`src/uilr_pkg.sv`:
```
// ----------------------------------------------------------------------------
// uilr_pkg
// Shared types and constants of the serial image-load receiver.
// ----------------------------------------------------------------------------
`default_nettype none

package uilr_pkg;

  // Request command codes
  localparam logic CMD_START = 1'b0;
  localparam logic CMD_BYTE  = 1'b1;

  // Result kinds
  localparam logic KIND_TX    = 1'b0;
  localparam logic KIND_WRITE = 1'b1;

  // Configuration register indexes
  localparam int unsigned CFG_INDEX_WIDTH = 2;
  localparam logic [CFG_INDEX_WIDTH-1:0] REG_LOAD_BASE  = 2'd0;
  localparam logic [CFG_INDEX_WIDTH-1:0] REG_MIN_LENGTH = 2'd1;
  localparam logic [CFG_INDEX_WIDTH-1:0] REG_MAX_LENGTH = 2'd2;

  // Register reset values
  localparam logic [31:0] RESET_LOAD_BASE  = 32'd0;
  localparam logic [31:0] RESET_MIN_LENGTH = 32'd64;
  localparam logic [31:0] RESET_MAX_LENGTH = 32'd1048576;
  localparam logic [31:0] DEFAULT_BASE     = 32'h0008_0000;

  // Link bytes
  localparam logic [7:0] START_MARK = 8'h03;
  localparam logic [7:0] CHAR_S     = 8'h53;
  localparam logic [7:0] CHAR_E     = 8'h45;
  localparam logic [7:0] CHAR_O     = 8'h4F;
  localparam logic [7:0] CHAR_K     = 8'h4B;

  // Result sequence that one request leaves behind
  typedef enum logic [1:0] {
    BURST_START,   // three start marks
    BURST_REJECT,  // 'S','E' and three start marks
    BURST_OK,      // 'O','K'
    BURST_WRITE    // one memory write
  } burst_t;

endpackage : uilr_pkg

`default_nettype wire

```
`src/uilr_if.sv`:
```
// ----------------------------------------------------------------------------
// uilr_in_if / uilr_out_if
// Valid/ready channels of the image-load receiver: requests in, results out.
// ----------------------------------------------------------------------------
`default_nettype none

interface uilr_in_if;
  logic       valid;
  logic       ready;
  logic       cmd;
  logic [7:0] rx_byte;

  modport source (output valid, output cmd, output rx_byte, input ready);
  modport sink   (input valid, input cmd, input rx_byte, output ready);
endinterface : uilr_in_if

interface uilr_out_if;
  logic        valid;
  logic        ready;
  logic        kind;
  logic [7:0]  data_byte;
  logic [31:0] write_address;
  logic        image_done;
  logic        last;

  modport source (output valid, output kind, output data_byte, output write_address,
                  output image_done, output last, input ready);
  modport sink   (input valid, input kind, input data_byte, input write_address,
                  input image_done, input last, output ready);
endinterface : uilr_out_if

`default_nettype wire

```
`src/uart_image_load_receiver.sv`:
```
// ----------------------------------------------------------------------------
// uart_image_load_receiver
// Receiver side of a serial image-load handshake: start marks, length check,
// 'O','K' / 'S','E' answers, and one memory write per image byte.
// ----------------------------------------------------------------------------
//
//  channel  dir  payload                                         handshake
//  -------  ---  ----------------------------------------------  -----------
//  req      in   cmd, rx_byte                                    valid/ready
//  res      out  kind, data_byte, write_address, image_done,     valid/ready
//                last
//  cfg      in   cfg_index, cfg_data                             cfg_we only
//
//  A request updates the handshake state in the cycle it is taken and loads a
//  result sequence register; results leave it one per cycle unless res stalls.
//  An image byte gives one result, so data streams at one byte per cycle too;
//  a start command gives three results, an accepted length two, a rejected
//  five. A new request is taken in the cycle the last result of the previous
//  one leaves. rst (synchronous) clears state and loads the register defaults.
// ----------------------------------------------------------------------------
`default_nettype none

module uart_image_load_receiver #(
  parameter int ADDR_WIDTH = 32
) (
  input  wire logic                                clk,
  input  wire logic                                rst,
  uilr_in_if.sink                                  req,
  uilr_out_if.source                               res,
  input  wire logic                                cfg_we,
  input  wire logic [uilr_pkg::CFG_INDEX_WIDTH-1:0] cfg_index,
  input  wire logic [31:0]                         cfg_data
);

  import uilr_pkg::*;

  // Width that holds both a 32-bit word and an address
  localparam int EXT_WIDTH = (ADDR_WIDTH > 32) ? ADDR_WIDTH : 32;

  typedef enum logic [1:0] {
    PH_IDLE,
    PH_LEN,
    PH_DATA
  } phase_t;

  // Configuration registers
  logic [31:0] load_base;
  logic [31:0] min_length;
  logic [31:0] max_length;

  // Handshake state
  phase_t                phase, phase_next;
  logic [1:0]            length_byte_count, length_byte_count_next;
  logic [31:0]           length_accum, length_accum_next;
  logic [31:0]           bytes_remaining, bytes_remaining_next;
  logic [ADDR_WIDTH-1:0] write_pointer, write_pointer_next;

  // Result sequence register
  logic        busy;
  burst_t      burst, burst_next;
  logic        burst_load;
  logic [2:0]  burst_idx;
  logic [7:0]  burst_data, burst_data_next;
  logic [31:0] burst_addr, burst_addr_next;
  logic        burst_done, burst_done_next;

  logic                 res_last;
  logic                 res_fire;
  logic                 req_fire;
  logic [31:0]          full_length;
  logic [31:0]          base_sel;
  logic [EXT_WIDTH-1:0] base_ext;
  logic [EXT_WIDTH-1:0] ptr_ext;

  // Take a request when no result waits or the final one leaves now
  assign res_fire  = res.valid && res.ready;
  assign req.ready = !busy || (res.ready && res_last);
  assign req_fire  = req.valid && req.ready;

  assign full_length = {req.rx_byte, length_accum[23:0]};
  assign base_sel    = (load_base != 32'd0) ? load_base : DEFAULT_BASE;
  assign base_ext    = EXT_WIDTH'(base_sel);
  assign ptr_ext     = EXT_WIDTH'(write_pointer);

  // Advance the handshake for one request
  always_comb begin
    phase_next             = phase;
    length_byte_count_next = length_byte_count;
    length_accum_next      = length_accum;
    bytes_remaining_next   = bytes_remaining;
    write_pointer_next     = write_pointer;
    burst_load             = 1'b0;
    burst_next             = BURST_START;
    burst_data_next        = req.rx_byte;
    burst_addr_next        = 32'd0;
    burst_done_next        = 1'b0;

    if (req.cmd == CMD_START) begin
      phase_next             = PH_LEN;
      length_byte_count_next = 2'd0;
      length_accum_next      = 32'd0;
      bytes_remaining_next   = 32'd0;
      write_pointer_next     = '0;
      burst_load             = 1'b1;
      burst_next             = BURST_START;
    end else begin
      case (phase)
        PH_LEN: begin
          length_byte_count_next = length_byte_count + 2'd1;
          unique case (length_byte_count)
            2'd0: length_accum_next[7:0]   = req.rx_byte;
            2'd1: length_accum_next[15:8]  = req.rx_byte;
            2'd2: length_accum_next[23:16] = req.rx_byte;
            2'd3: begin
              length_accum_next = 32'd0;
              burst_load        = 1'b1;
              if (full_length < min_length || full_length > max_length) begin
                burst_next = BURST_REJECT;
              end else begin
                burst_next           = BURST_OK;
                write_pointer_next   = base_ext[ADDR_WIDTH-1:0];
                bytes_remaining_next = full_length;
                phase_next           = (full_length != 32'd0) ? PH_DATA : PH_IDLE;
              end
            end
          endcase
        end
        PH_DATA: begin
          bytes_remaining_next = bytes_remaining - 32'd1;
          write_pointer_next   = write_pointer + ADDR_WIDTH'(1);
          burst_load           = 1'b1;
          burst_next           = BURST_WRITE;
          burst_addr_next      = ptr_ext[31:0];
          burst_done_next      = (bytes_remaining == 32'd1);
          if (bytes_remaining == 32'd1) begin
            phase_next = PH_IDLE;
          end
        end
        default: begin
          // idle: drop the byte
        end
      endcase
    end
  end

  // Pick the current result out of the sequence
  always_comb begin
    res.kind          = KIND_TX;
    res.data_byte     = START_MARK;
    res.write_address = 32'd0;
    res.image_done    = 1'b0;
    res_last          = 1'b0;
    unique case (burst)
      BURST_START: begin
        res_last = (burst_idx == 3'd2);
      end
      BURST_REJECT: begin
        if (burst_idx == 3'd0) begin
          res.data_byte = CHAR_S;
        end else if (burst_idx == 3'd1) begin
          res.data_byte = CHAR_E;
        end
        res_last = (burst_idx == 3'd4);
      end
      BURST_OK: begin
        res.data_byte = (burst_idx == 3'd0) ? CHAR_O : CHAR_K;
        res_last      = (burst_idx == 3'd1);
      end
      BURST_WRITE: begin
        res.kind          = KIND_WRITE;
        res.data_byte     = burst_data;
        res.write_address = burst_addr;
        res.image_done    = burst_done;
        res_last          = 1'b1;
      end
    endcase
  end

  assign res.valid = busy;
  assign res.last  = res_last;

  // Hold configuration, handshake state and the result sequence
  always_ff @(posedge clk) begin
    if (rst) begin
      load_base         <= RESET_LOAD_BASE;
      min_length        <= RESET_MIN_LENGTH;
      max_length        <= RESET_MAX_LENGTH;
      phase             <= PH_IDLE;
      length_byte_count <= 2'd0;
      length_accum      <= 32'd0;
      bytes_remaining   <= 32'd0;
      write_pointer     <= '0;
      busy              <= 1'b0;
      burst             <= BURST_START;
      burst_idx         <= 3'd0;
    end else begin
      if (cfg_we) begin
        unique case (cfg_index)
          REG_LOAD_BASE:  load_base  <= cfg_data;
          REG_MIN_LENGTH: min_length <= cfg_data;
          REG_MAX_LENGTH: max_length <= cfg_data;
          default: begin
            // unknown register: drop the write
          end
        endcase
      end

      if (req_fire) begin
        phase             <= phase_next;
        length_byte_count <= length_byte_count_next;
        length_accum      <= length_accum_next;
        bytes_remaining   <= bytes_remaining_next;
        write_pointer     <= write_pointer_next;
        busy              <= burst_load;
        burst_idx         <= 3'd0;
        if (burst_load) begin
          burst <= burst_next;
        end
      end else if (res_fire) begin
        if (res_last) begin
          busy <= 1'b0;
        end else begin
          burst_idx <= burst_idx + 3'd1;
        end
      end
    end
  end

  // Result payload of the sequence register
  always_ff @(posedge clk) begin
    if (req_fire && burst_load) begin
      burst_data <= burst_data_next;
      burst_addr <= burst_addr_next;
      burst_done <= burst_done_next;
    end
  end

endmodule : uart_image_load_receiver

`default_nettype wire
```
`src/flat_wrapper.sv`:
```
// flat-port wrapper written by rule: the top's interface ports become plain ports
module uart_image_load_receiver_flat import uilr_pkg::*;
#(
  parameter int ADDR_WIDTH = 32
)
  (clk, rst, cfg_we, cfg_index, cfg_data, req_valid, req_cmd, req_rx_byte, req_ready, res_valid, res_kind, res_data_byte, res_write_address, res_image_done, res_last, res_ready);
  uilr_in_if req_i ();
  uilr_out_if res_i ();
  input  wire logic clk;
  input  wire logic rst;
  input  wire logic cfg_we;
  input  wire logic [uilr_pkg::CFG_INDEX_WIDTH-1:0] cfg_index;
  input  wire logic [31:0] cfg_data;
  input wire logic [$bits(req_i.valid)-1:0] req_valid;
  input wire logic [$bits(req_i.cmd)-1:0] req_cmd;
  input wire logic [$bits(req_i.rx_byte)-1:0] req_rx_byte;
  output wire logic [$bits(req_i.ready)-1:0] req_ready;
  output wire logic [$bits(res_i.valid)-1:0] res_valid;
  output wire logic [$bits(res_i.kind)-1:0] res_kind;
  output wire logic [$bits(res_i.data_byte)-1:0] res_data_byte;
  output wire logic [$bits(res_i.write_address)-1:0] res_write_address;
  output wire logic [$bits(res_i.image_done)-1:0] res_image_done;
  output wire logic [$bits(res_i.last)-1:0] res_last;
  input wire logic [$bits(res_i.ready)-1:0] res_ready;
  assign req_i.valid = req_valid;
  assign req_i.cmd = req_cmd;
  assign req_i.rx_byte = req_rx_byte;
  assign req_ready = req_i.ready;
  assign res_valid = res_i.valid;
  assign res_kind = res_i.kind;
  assign res_data_byte = res_i.data_byte;
  assign res_write_address = res_i.write_address;
  assign res_image_done = res_i.image_done;
  assign res_last = res_i.last;
  assign res_i.ready = res_ready;
  uart_image_load_receiver #(.ADDR_WIDTH(ADDR_WIDTH)) u_core (.clk(clk), .rst(rst), .req(req_i), .res(res_i), .cfg_we(cfg_we), .cfg_index(cfg_index), .cfg_data(cfg_data));
endmodule
```
`config.mk`:
```
export PLATFORM = sky130hd
export DESIGN_NAME = uart_image_load_receiver_flat
export DESIGN_NICKNAME = d
export VERILOG_FILES = /design/src/uilr_pkg.sv /design/src/uilr_if.sv /design/src/uart_image_load_receiver.sv /design/src/flat_wrapper.sv
export SDC_FILE = /design/constraint.sdc
export NUM_CORES = 1
export LEC_CHECK = 0
export ABC_AREA = 1
export BUFFER_PORTS_ARGS = -buffer_cell sky130_fd_sc_hd__clkbuf_2
export CAP_MARGIN = 40
export CORE_ASPECT_RATIO = 0.75
export CORE_MARGIN = 2
export CORE_UTILIZATION = 40
export CTS_CLUSTER_SIZE = 30
export DETAILED_ROUTE_END_ITERATION = 16
export HOLD_SLACK_MARGIN = 0.02
export PLACE_DENSITY = 0.6
export SLEW_MARGIN = 40
export SYNTH_ARGS = -nofsm -noshare
export SYNTH_HDL_FRONTEND = slang
export SYNTH_SLANG_ARGS = --single-unit
```
`constraint.sdc`:
```
create_clock -name clk -period 5.1 [get_ports clk]
set_clock_uncertainty 0.15 [all_clocks]
set_input_delay 1.02 -clock clk [delete_from_list [all_inputs] [get_ports clk]]
set_output_delay 1.02 -clock clk [all_outputs]
set_load 0.1 [all_outputs]
```
=== Word level (Yosys, flattened, before mapping) ===
Cells that the tools add are included.
Widths: inputs -> output; s select.

* Flip-flop bits (word level): 235
* Bits of input ports: 48

* Reduce and logical (&&, ||, !) cells: 29
* Bitwise logic cells: 1
* Add/subtract/negate cells: 4
* Mux-type cells: 40
* Order comparisons: 2
* Eq/ne operators: 22

{| class="wikitable"
|+ Operator list
! operator !! count
|-
| $mux 32 || 8
|-
| $pmux 32 s2 || 2
|-
| $reduce_bool 32->1 || 2
|-
| $mux 24 || 2
|-
| $pmux 8 s2 || 3
|-
| $add 32x1->32 const B || 1
|-
| $eq 32x1->1 const B || 1
|-
| $gt 32x32->1 || 1
|-
| $lt 32x32->1 || 1
|-
| $sub 32x1->32 const B || 1
|-
| $pmux 8 s3 || 1
|-
| $mux 2 || 10
|-
| $reduce_and 2->1 || 8
|-
| $eq 2x2->1 const B || 6
|-
| $ne 3x1->1 const B || 4
|-
| $reduce_and 3->1 || 3
|-
| $eq 2x1->1 const B || 4
|-
| $mux 8 || 1
|-
| $pmux 2 s2 || 2
|-
| $mux 1 || 7
|-
| $mux 7 || 1
|-
| $logic_not 2->1 || 3
|-
| $ne 3x2->1 const B || 2
|-
| $reduce_and 5->1 || 1
|-
| other kinds (18) || 23
|}

=== Depth between registers and ports, before layout ===
Gate-level depths: netlist of run 1.

* Word-level depth: 7
* Mapped depth: 22
* Depth with buffers taken out: 21

=== Worst setup path before layout of run 1 ===
No wires, ideal clock.

* Path type: flip-flop to output port
* Start: register u_core.burst_idx[1]
* End: output res_data_byte[4]
* Stages on the path, launching flop included: 7
* Setup slack: 1.073 ns
* Data arrival time: 2.857 ns
* Path buffers: 0
* Cell sequence: dfxtp_1 > inv_1 > ha_1 > inv_1 > nor2_1 > inv_1 > o21ai_0

* Cells in the longest elaborated chain, start to end: 3

{| class="wikitable"
|+ Ends and longest elaborated chain
! what !! RTL line !! source
|-
| start, declared || uart_image_load_receiver.sv:62 || <nowiki>logic [2:0] burst_idx;</nowiki>
|-
| start signal, assigned || uart_image_load_receiver.sv:223 || <nowiki>burst_idx <= burst_idx + 3'd1;</nowiki>
|-
| $logic_not 3->1 || uart_image_load_receiver.sv:158 || <nowiki>if (burst_idx == 3'd0) begin</nowiki>
|-
| $mux 8 || uart_image_load_receiver.sv:158 ||
|-
| $pmux 8 s3 || uart_image_load_receiver.sv:153 || <nowiki>unique case (burst)</nowiki>
|-
| end, declared || flat_wrapper.sv:20 || <nowiki>output wire logic [$bits(res_i.data_byte)-1:0] res_data_byte;</nowiki>
|}

Every way passes these cells.

=== Final worst setup path of run 1 ===
* Start: input req_rx_byte[3]
* End: register u_core.write_pointer[17] (netlist: u_core.ptr_ext[17])

* Cells in the longest elaborated chain, start to end: 4
* Elaborated cells between the ends (all ways): 5

{| class="wikitable"
|+ Ends and longest elaborated chain
! what !! RTL line !! source
|-
| start, declared || flat_wrapper.sv:16 || <nowiki>input wire logic [$bits(req_i.rx_byte)-1:0] req_rx_byte;</nowiki>
|-
| $lt 32x32->1 / $gt 32x32->1 (equally long branches) || uart_image_load_receiver.sv:117 || <nowiki>if (full_length < min_length || full_length > max_length) begin</nowiki>
|-
| $logic_or 1x1->1 (*) || uart_image_load_receiver.sv:117 ||
|-
| $ne 3x3->1 (no source line) (*) || - ||
|-
| $reduce_and 4->1 (no source line) (*) || - ||
|-
| end signal, assigned || uart_image_load_receiver.sv:213 || <nowiki>write_pointer <= write_pointer_next;</nowiki>
|-
| end, declared || uart_image_load_receiver.sv:56 || <nowiki>logic [ADDR_WIDTH-1:0] write_pointer, write_pointer_next;</nowiki>
|}

Mark *: on every way between the ends. The rest lies on a longest branch, timed or not.
A chain may end at the register's enable or synchronous reset.

==> impl_metrics.py, run 1 <==
metrics = {
    "cts": {
        "cts-resized-gates": 0,
        "clock-sinks": 235,
        "path_clk_slew_ns": 0.06,
        "clk_latency_ns": 0.56,
        "cts-root-buf": "clkbuf_16",
        "cts_buffer_depth": 3,
        "ctsHoldBuffers": 0,
        "post-cts-setup-buffer-count": 0,
        "cts_tree": "built",
        "cts_htree_levels": 1,
        "cts_buffers": 27,
    },
    "die": {
        "die_h_microns": 159.1,
        "initial_utilization_pct": 40.86,
        "die_x_microns": 210.8,
        "ios": 93,
        "rows": 56,
        "die-area_sq_um": 33530,
        "fp.coreArea_sq_um": 31390,
    },
    "synthesis": {
        "ys_ff_latch": 235,
        "synth_top_cell_area_share_pct": 30.28,
        "post-synth-top-area-cell": "dfxtp_1",
        "synthFlopType": "dfxtp_1",
        "synth_top_family_by_area": "simple AND/OR/NAND/NOR gates",
        "synth_xor_area_share_pct": 2.459,
        "synth_mux_area_share_pct": 0,
        "synth_commonest_cells": "nor2_1 (289), nand2_1 (265), inv_1 (254)",
        "post_synth_and_or_nand_nor_area_fraction_pct": 22.13,
        "avgSynthCellArea_sq_um": 7.125,
        "yosysMostFrequentCell": "nor2_1",
        "synthArstFlopShare_pct": 0,
        "ys_warn_count": 0,
        "synthAdderAreaFrac_pct": 7.317,
        "yosysSeqAreaShare_pct": 39.88,
        "synth-compound-area-share_pct": 17.86,
        "synth.distinct_cells": 48,
        "synth_nets": 1923,
        "postSynthCellCount": 1800,
        "synthesis.area_sq_um": 12820,
        "synth.area.top_cells": "dfxtp_1 (30%), edfxtp_1 (9.6%), nor2_1 (8.5%)",
        "synth_edf_count": 41,
    },
    "route": {
        "via_count": 12034,
        "post_drt_wl_per_cell_microns": 17.12,
        "antenna_left": 0,
        "wl_mm": 39.11,
        "via_per_inst": 5.269,
        "drcViolationCount": 0,
        "drt_first_pass_iters": 6,
        "drt_iter0_markers": 929,
    },
    "sta": {
        "slew_headroom_pct": 45.42,
        "final.setup.tns_ns": 0,
        "worst_slew_pin_slew_ns": 0.8178,
        "setup_viol": 0,
        "slew_violations": 0,
        "period_share_pct": 71.47,
        "rsz0062_at_grt": "no",
        "whs_ns": 0.3041,
        "finalCriticalPeriod_ns": 3.645,
        "clock.fmax_ghz": 0.2743,
        "hold_viol": 0,
    },
    "worst_setup_path": {
        "critPathMaxFanout": 73,
        "reg2reg_to": "u_core.ptr_ext[17]",
        "r2r_cells": 17,
        "worstPathArrival_ns": 3.91,
        "crit-reg2reg-launch": "u_core.length_accum[5]",
        "r2r_slack_ns": 1.70,
        "startpoint_type": "input pin",
        "required_ns": 5.37,
        "worstSetupPathType": "in2reg",
        "endpoint_kind": "flip-flop",
    },
    "job": {
        "maxCapViolCount": 0,
    },
    "global_route": {
        "grt_max_degree": 74,
        "grt_pass1_wl_mm": 62.52,
        "grt_usage_pct": 23.43,
        "antenna_found_initial": 0,
        "grt.overflow.total": 0,
        "first_global_vias": 11171,
    },
    "pwr": {
        "vdd_drop_max_uv": 247.9,
        "power_uw": 4986,
        "power_density_nw_per_um2": 345.2,
        "power.leakage_uw": 0.006212,
    },
    "run_status": {
        "status": "completed",
    },
    "cells_and_area": {
        "area_growth_pct": 12.62,
        "antenna-diode-count": 0,
        "drive_gt1_share_pct": 9.744,
        "postLayoutCoreUtil_pct": 46.01,
        "postLayoutCellArea_sq_um": 14440,
        "final_nets": 1980,
    },
    "placed_design": {
        "place_area_sq_um": 13570,
        "place.gp.congestion": 0.9347,
        "portBuffers": 92,
        "hpwlAfterDp_mm": 28.60,
    },
    "hold_path": {
        "hold_class": "reg2reg",
        "min_path_cells": 2,
        "hold_end": "u_core.max_length[19]",
        "hold_start": "u_core.max_length[19]",
    },
}
metrics by stage:
step / worst slack (ns) / instances
after global routing: 1.106 / 2284
final: 1.455 / 2284
after global placement: 1.087 / 2234
after CTS: 1.536 / 2284
after detailed placement: 0.9712 / 2234
after floorplan: 1.073 / 1800
per-layer routing:
layer / part of all wire [%] / global-route usage, %
met2: 38 / 32.28
met5: 0 / 0
met4: 3.0 / 6.242
met1: 50 / 35.55
met3: 9.2 / 6.213
layout make-up:
cell class                 instances  area [sq um]
tap                              406         508.0
fill                            3230         16950
clock buffer                      33         728.2
clock inverter                    17         145.1
multi-input combinational       1226          6390
sequential                       235          5115
timing repair buffer             108         580.6
inverter                         259         977.2
state kept, by name (all words and copies together) (netlist names):
| register | count |
|---|---|
| u_core.burst | 2 |
| u_core.burst_addr | 32 |
| u_core.burst_data | 8 |
| u_core.burst_done | 1 |
| u_core.burst_idx | 3 |
| u_core.bytes_remaining | 32 |
| u_core.length_accum | 24 |
| u_core.length_byte_count | 2 |
| u_core.load_base | 32 |
| u_core.max_length | 32 |
| u_core.min_length | 32 |
| u_core.phase | 2 |
| u_core.ptr_ext | 32 |
| u_core.res.valid | 1 |
critical path, cell delays in order:
cell      delay, ns
clkbuf_2       0.21
ha_1           0.38
nand4_1        0.11
nor3_1         0.20
and3_1         0.21
nand2_1        0.05
nand2_1        0.07
nand2_1        0.18
nand2_1        0.29
nand2_8        0.34
inv_4          0.56
nand2_1        0.10
nand2_1        0.09
nor2_1         0.04
where the power goes:
| part | switching [uW] | internal, uW |
|---|---|---|
| combinational | 633 | 300 |
| clock | 821 | 1120 |
| sequential | 100 | 2010 |
kinds of logic (layout without fill, tap and decap cells):
kind of cell | after synthesis | after routing
AND/OR/NAND/NOR | 678 | 678
AO/OA/AOI/OAI | 437 | 437
buffers and inverters | 339 | 417
flip-flops | 235 | 235
adder cells (fa/ha/maj) | 75 | 75
XOR/XNOR | 36 | 36
worst max path at each step:
stage | start | endpoint | slack [ns] | depth (start not counted)
final | req_rx_byte[3] | u_core.ptr_ext[17] | 1.45 | 14
after global routing | req_rx_byte[3] | u_core.ptr_ext[27] | 1.11 | 14
after CTS | req_rx_byte[3] | u_core.ptr_ext[17] | 1.54 | 14
after detailed placement | req_rx_byte[3] | u_core.ptr_ext[17] | 0.97 | 14
after global placement | req_rx_byte[3] | u_core.ptr_ext[17] | 1.09 | 14
after floorplan | u_core.burst_idx[1] | res_data_byte[4] | 1.07 | 6
layout by cell type, fill, tap and decap left out, types with 3 or more instances in the layout:
master | netlist | routed
buf_4 | 6 | 16
clkbuf_16 | 0 | 27
nand3_1 | 30 | 29
nor3_1 | 33 | 33
nor2_1 | 289 | 289
nand2_1 | 265 | 264
ha_1 | 75 | 75
clkbuf_8 | 0 | 3
nor2_2 | 5 | 5
o21ai_1 | 10 | 10
edfxtp_1 | 41 | 41
a22oi_1 | 3 | 3
dfxtp_1 | 194 | 194
nor4_1 | 17 | 17
o22ai_1 | 14 | 14
o21a_1 | 4 | 4
clkbuf_2 | 0 | 91
nand4_1 | 24 | 24
o21ai_2 | 4 | 4
o211ai_1 | 8 | 8
inv_2 | 3 | 3
o21ai_0 | 203 | 203
xor2_1 | 31 | 31
a21oi_1 | 179 | 179
clkinv_2 | 0 | 12
xnor2_1 | 5 | 5
clkbuf_1 | 62 | 3
inv_1 | 254 | 253
or2_2 | 4 | 4
No activity file was read; power rests on OpenSTA's default activity.
==> run 2, diff against run 1 <==
--- a/config.mk
+++ b/config.mk
@@ -5,7 +5,7 @@
 export SDC_FILE = /design/constraint.sdc
 export NUM_CORES = 1
 export LEC_CHECK = 0
-export ABC_AREA = 1
+export ABC_AREA = 0
 export BUFFER_PORTS_ARGS = -buffer_cell sky130_fd_sc_hd__clkbuf_2
 export CAP_MARGIN = 40
 export CORE_ASPECT_RATIO = 0.75
==> constraint.sdc (replaced) <==
create_clock -name clk -period 3.51 [get_ports clk]
set_clock_uncertainty 0.15 [all_clocks]
set_input_delay 0.702 -clock clk [delete_from_list [all_inputs] [get_ports clk]]
set_output_delay 0.702 -clock clk [all_outputs]
set_load 0.1 [all_outputs]
==> impl_metrics.py, run 2 <==
metrics = {
    "route": {
        "drcViolationCount": 0,
        "antenna_left": 0,
        "drt_first_pass_iters": 8,
        "post_drt_wl_per_cell_microns": 19.05,
        "wl_mm": 38.32,
        "via_count": 11330,
        "via_per_inst": 5.631,
        "drt_iter0_markers": 963,
    },
    "global_route": {
        "antenna_found_initial": 0,
        "grt.overflow.total": 0,
        "grt_max_degree": 165,
        "first_global_vias": 10608,
        "grt_pass1_wl_mm": 60.09,
        "grt_usage_pct": 23.15,
    },
    "synthesis": {
        "synthesis.area_sq_um": 12460,
        "post-synth-top-area-cell": "dfxtp_1",
        "synth_commonest_cells": "nand2_1 (288), dfxtp_1 (194), a21oi_1 (180)",
        "synthArstFlopShare_pct": 0,
        "ys_ff_latch": 235,
        "synth_edf_count": 41,
        "yosysMostFrequentCell": "nand2_1",
        "yosysSeqAreaShare_pct": 41.04,
        "synthFlopType": "dfxtp_1",
        "ys_warn_count": 0,
        "synth.distinct_cells": 69,
        "postSynthCellCount": 1538,
        "synth_nets": 1661,
        "avgSynthCellArea_sq_um": 8.103,
        "synth.area.top_cells": "dfxtp_1 (31%), edfxtp_1 (9.9%), nand2_1 (8.7%)",
        "synth_top_cell_area_share_pct": 31.16,
    },
    "cells_and_area": {
        "postLayoutCellArea_sq_um": 14230,
        "postLayoutCoreUtil_pct": 46.78,
        "antenna-diode-count": 0,
        "drive_gt1_share_pct": 12.03,
        "layout_common_cells": "nand2_1 (288), dfxtp_1 (194), a21oi_1 (179)",
        "layout_commonest_cell": "nand2_1",
        "final_nets": 1720,
        "area_growth_pct": 14.19,
    },
    "sta": {
        "slew_headroom_pct": 44.45,
        "slew_violations": 0,
        "finalCriticalPeriod_ns": 3.269,
        "worst_slew_pin_slew_ns": 0.8332,
        "setup_viol": 0,
        "period_share_pct": 93.13,
        "hold_viol": 0,
        "clock.fmax_ghz": 0.3059,
        "rsz0062_at_grt": "no",
    },
    "die": {
        "initial_utilization_pct": 40.97,
        "die_x_microns": 207.8,
        "fp.coreArea_sq_um": 30420,
        "die_h_microns": 156.9,
        "rows": 55,
        "die-area_sq_um": 32600,
        "ios": 93,
    },
    "worst_setup_path": {
        "required_ns": 3.84,
        "r2r_slack_ns": 0.24,
        "r2r_cells": 11,
        "endpoint_kind": "flip-flop",
        "crit_path_cell_trace": "ha_1 > nand4_1 > or2_1 > a2111oi_2 > buf_4 > o41ai_2 > a211o_1 > a21oi_4 > buf_12 > o2111ai_1 > a211oi_1",
        "slowest_stage": "dfxtp_1",
        "worst_path_largest_cell_delay_ns": 0.39,
        "worstSetupPathType": "reg2reg",
        "critPathMaxFanout": 40,
        "startpoint_type": "flip-flop",
        "crit-reg2reg-launch": "u_core.length_accum[15]",
        "reg2reg_to": "u_core.ptr_ext[18]",
        "worstPathArrival_ns": 3.59,
    },
    "hold_path": {
        "min_path_cells": 3,
        "hold_end": "u_core.min_length[7]",
        "hold_class": "in2reg",
        "hold_start": "cfg_data[7]",
    },
    "run_status": {
        "status": "completed",
    },
    "cts": {
        "clk_latency_ns": 0.56,
        "cts_buffer_depth": 3,
        "path_clk_slew_ns": 0.07,
        "cts-resized-gates": 0,
        "post-cts-setup-buffer-count": 0,
        "clock-sinks": 235,
        "cts-root-buf": "clkbuf_16",
        "cts_buffers": 24,
        "cts_tree": "built",
        "cts_htree_levels": 1,
        "ctsHoldBuffers": 0,
    },
    "placed_design": {
        "place_area_sq_um": 13510,
        "portBuffers": 92,
        "hpwlAfterDp_mm": 27.38,
        "place.gp.congestion": 0.8835,
    },
    "pwr": {
        "power.leakage_uw": 0.005522,
        "power_density_nw_per_um2": 440.6,
        "vdd_drop_max_uv": 297.3,
    },
    "job": {
        "maxCapViolCount": 0,
    },
}
## run 2: changes by cell type in the layout (fill, tap and decap cells not counted), sizes merged, moves of 12 or more
cell,change
nand2,+19
nor2,-211
inv,-168
mux2i,+35
o21ai,-169
and3,+70
and2,+17
nor2b,+12
o2111ai,+16
buf,+28
xor2,-16
o31ai,+13
## run 2: worst max path at each step
stage	startpoint	endpoint	slack, ns	depth (start not counted)
final	u_core.length_accum[15]	u_core.ptr_ext[18]	0.24	11
after global routing	u_core.length_accum[15]	u_core.ptr_ext[18]	0.01	11
after CTS	u_core.length_accum[15]	u_core.ptr_ext[18]	0.26	11
after detailed placement	req_rx_byte[6]	u_core.ptr_ext[18]	-0.02	11
after global placement	req_rx_byte[5]	u_core.ptr_ext[18]	0.07	11
after floorplan	u_core.burst_idx[1]	u_core.burst[1]	0.07	9
## run 2: metrics by stage
stage	cells	setup TNS, ns	power [uW]	hold WS, ns	setup WS (ns)
detailed placement	1970	-0.01992	3873	0.2965	-0.01992
CTS	2012	0	6307	0.2376	0.2625
floorplan	1538	0	3531	0.2863	0.07433
finish	2012	0	6270	0.2537	0.2411
global route	2012	0	6514	0.2582	0.01205
global placement	1970	0	3856	0.2929	0.06782
## run 2: final cells by class
class | count | area, sq um
fill | 3057 | 16190
multi-input combinational | 1111 | 6679
sequential | 235 | 5115
timing repair buffer | 134 | 878.3
clock buffer | 35 | 671.9
tap | 399 | 499.2
inverter | 91 | 341.6
clock inverter | 7 | 45.04
## run 2: worst max-delay path, delay by kind of cell (launching register included)
family,cells,cell delay (ns)
AO/OA/AOI/OAI,6,1.34
AND/OR/NAND/NOR,2,0.49
buffers and inverters,2,0.44
flip-flops,1,0.39
adder cells (fa/ha/maj),1,0.36
## run 2: cells by family after synthesis
family          count (synthesis)  share of synthesized area (%)
buf+inv                       192                          5.904
mux                            37                          2.992
simple gates                  628                          23.93
fa+ha+maj                      75                          7.530
flops                         235                          41.04
xor+xnor                       20                          1.406
compound gates                351                          17.20
## run 2: report_power, final
part	internal [uW]	leakage, uW	total, uW	switching, uW
clock	1330	0.000355	2440	1110
combinational	312	0.00320	903	590
sequential	2840	0.00197	2930	88.8
total	4480	0.00552	6270	1790
## run 2: metal layers
| metal | up-vias | routed length (microns) | global-route usage, % |
|---|---|---|---|
| met5 | - | 0 | 0 |
| met2 | 331 | 16340 | 35.30 |
| met3 | 67 | 2360 | 3.472 |
| met1 | 5387 | 18550 | 33.94 |
| met4 | 0 | 1080 | 6.349 |
| li1 | 5545 | - | - |
==> run 3, diff against run 2 <==
--- a/config.mk
+++ b/config.mk
@@ -5,11 +5,10 @@
 export SDC_FILE = /design/constraint.sdc
 export NUM_CORES = 1
 export LEC_CHECK = 0
-export ABC_AREA = 0
+export ABC_AREA = 1
 export BUFFER_PORTS_ARGS = -buffer_cell sky130_fd_sc_hd__clkbuf_2
 export CAP_MARGIN = 40
 export CORE_ASPECT_RATIO = 0.75
-export CORE_MARGIN = 2
 export CORE_UTILIZATION = 40
 export CTS_CLUSTER_SIZE = 30
 export DETAILED_ROUTE_END_ITERATION = 16
==> impl_metrics.py, run 3 (synthesis results as in run 1) <==
metrics = {
    "route": {
        "top_layer_used": "met4",
        "wl_mm": 39.44,
        "dr_wl_met3_mm": 3.125,
        "route.layer.met1.wl_mm": 20.38,
        "post_drt_wl_per_cell_microns": 17.21,
        "drcViolationCount": 0,
        "via_per_inst": 5.204,
        "via_count": 11922,
        "drt_iter0_markers": 1119,
        "wl_met2_mm": 15.08,
        "antenna_left": 0,
        "drt_first_pass_iters": 5,
    },
    "worst_setup_path": {
        "required_ns": 2.66,
        "worstPathArrival_ns": 2.19,
        "critPathMaxFanout": 38,
        "worst_path_largest_cell_delay_ns": 0.37,
        "endpoint_kind": "output port",
        "slowest_stage": "clkbuf_2",
        "crit_path_cell_trace": "nand2_1 > buf_4 > inv_1 > a221o_1 > clkbuf_2",
        "startpoint_type": "flip-flop",
        "worstSetupPathType": "reg2out",
    },
    "job": {
        "maxCapViolCount": 0,
    },
    "sta": {
        "final.setup.tns_ns": 0,
        "worst_slew_pin_slew_ns": 0.7347,
        "slew_violations": 0,
        "setup_viol": 0,
        "finalCriticalPeriod_ns": 3.039,
        "whs_ns": 0.2737,
        "slew_headroom_pct": 50.97,
        "rsz0062_at_grt": "no",
        "clock.fmax_ghz": 0.3291,
        "hold_viol": 0,
        "period_share_pct": 86.57,
    },
    "global_route": {
        "grt_usage_pct": 23.95,
        "first_global_vias": 10830,
        "grt_pass1_wl_mm": 61.62,
        "antenna_found_initial": 0,
        "grt_max_degree": 63,
        "grt.overflow.total": 0,
    },
    "pwr": {
        "power_density_nw_per_um2": 494.8,
        "power.leakage_uw": 0.006237,
        "vdd_drop_max_uv": 375.1,
    },
    "cells_and_area": {
        "layout_commonest_cell": "nor2_1",
        "layout_common_cells": "nor2_1 (289), nand2_1 (264), inv_1 (253)",
        "area_growth_pct": 13.21,
        "antenna-diode-count": 0,
        "drive_gt1_share_pct": 9.655,
        "final_nets": 1988,
    },
    "die": {
        "die_x_microns": 208.8,
        "rows": 56,
        "ios": 93,
        "fp.coreArea_sq_um": 31390,
        "die-area_sq_um": 32790,
        "die_h_microns": 157.1,
        "initial_utilization_pct": 40.86,
    },
    "placed_design": {
        "place.gp.congestion": 0.9175,
        "portBuffers": 92,
        "hpwlAfterDp_mm": 29.44,
    },
    "cts": {
        "cts_tree": "built",
        "clk_latency_ns": 0.56,
        "post-cts-setup-buffer-count": 0,
        "cts_buffer_depth": 3,
        "cts-resized-gates": 0,
        "cts-root-buf": "clkbuf_16",
        "path_clk_slew_ns": 0.06,
        "ctsHoldBuffers": 0,
        "cts_buffers": 26,
        "cts_htree_levels": 1,
        "clock-sinks": 235,
    },
    "run_status": {
        "status": "completed",
    },
    "hold_path": {
        "hold_class": "in2reg",
    },
}
==> run 3: routing by layer <==
layer  vias to the layer above  track usage (%)
li1                       5992                -
met1                      5504            37.34
met2                       378            33.38
met3                        48            4.190
met4                         0            5.707
met5                         -                0
==> run 3: per-stage QoR <==
| stage | instances | setup WS, ns | area [sq um] | util (%) | power [uW] |
|---|---|---|---|---|---|
| final | 2291 | 0.4714 | 14520 | 46.25 | 7184 |
| after global routing | 2291 | 0.2913 | 14520 | 46.25 | 7545 |
| after CTS | 2291 | 0.4256 | 14520 | 46.25 | 7202 |
| after detailed placement | 2243 | 0.2058 | 13690 | 43.61 | 4491 |
| after global placement | 2243 | 0.3390 | 13690 | 43.61 | 4468 |
| after floorplan | 1800 | 0.3801 | 12820 | - | 4070 |
==> run 3: worst max-delay path, delay by kind of cell, from the launching register on <==
family / cells / cell delay, ns
buf+inv: 3 / 0.84
flops: 1 / 0.36
simple gates: 1 / 0.08
compound gates: 1 / 0.36
==> run 3: power by group <==
group          switching (uW)  internal [uW]
clock network            1170           1550
registers                 150           2930
logic                     930            458
==> run 3: worst paths after layout <==
path                      startpoint                          to  slack, ns  cells after the start
max                  u_core.burst[1]            res_data_byte[2]       0.47                      5
min reg2reg    u_core.min_length[13]       u_core.min_length[13]       0.30                      2
min                     cfg_data[31]        u_core.load_base[31]       0.27                      3
max reg2reg  u_core.length_accum[15]  u_core.bytes_remaining[19]       0.48                     15
==> run 3: area by class of cell <==
cell class / instances / area, sq um
clock buffer: 30 / 686.9
fill: 3244 / 16870
inverter: 259 / 977.2
timing repair buffer: 117 / 698.2
sequential: 235 / 5115
tap: 406 / 508.0
clock inverter: 18 / 143.9
multi-input combinational: 1226 / 6390
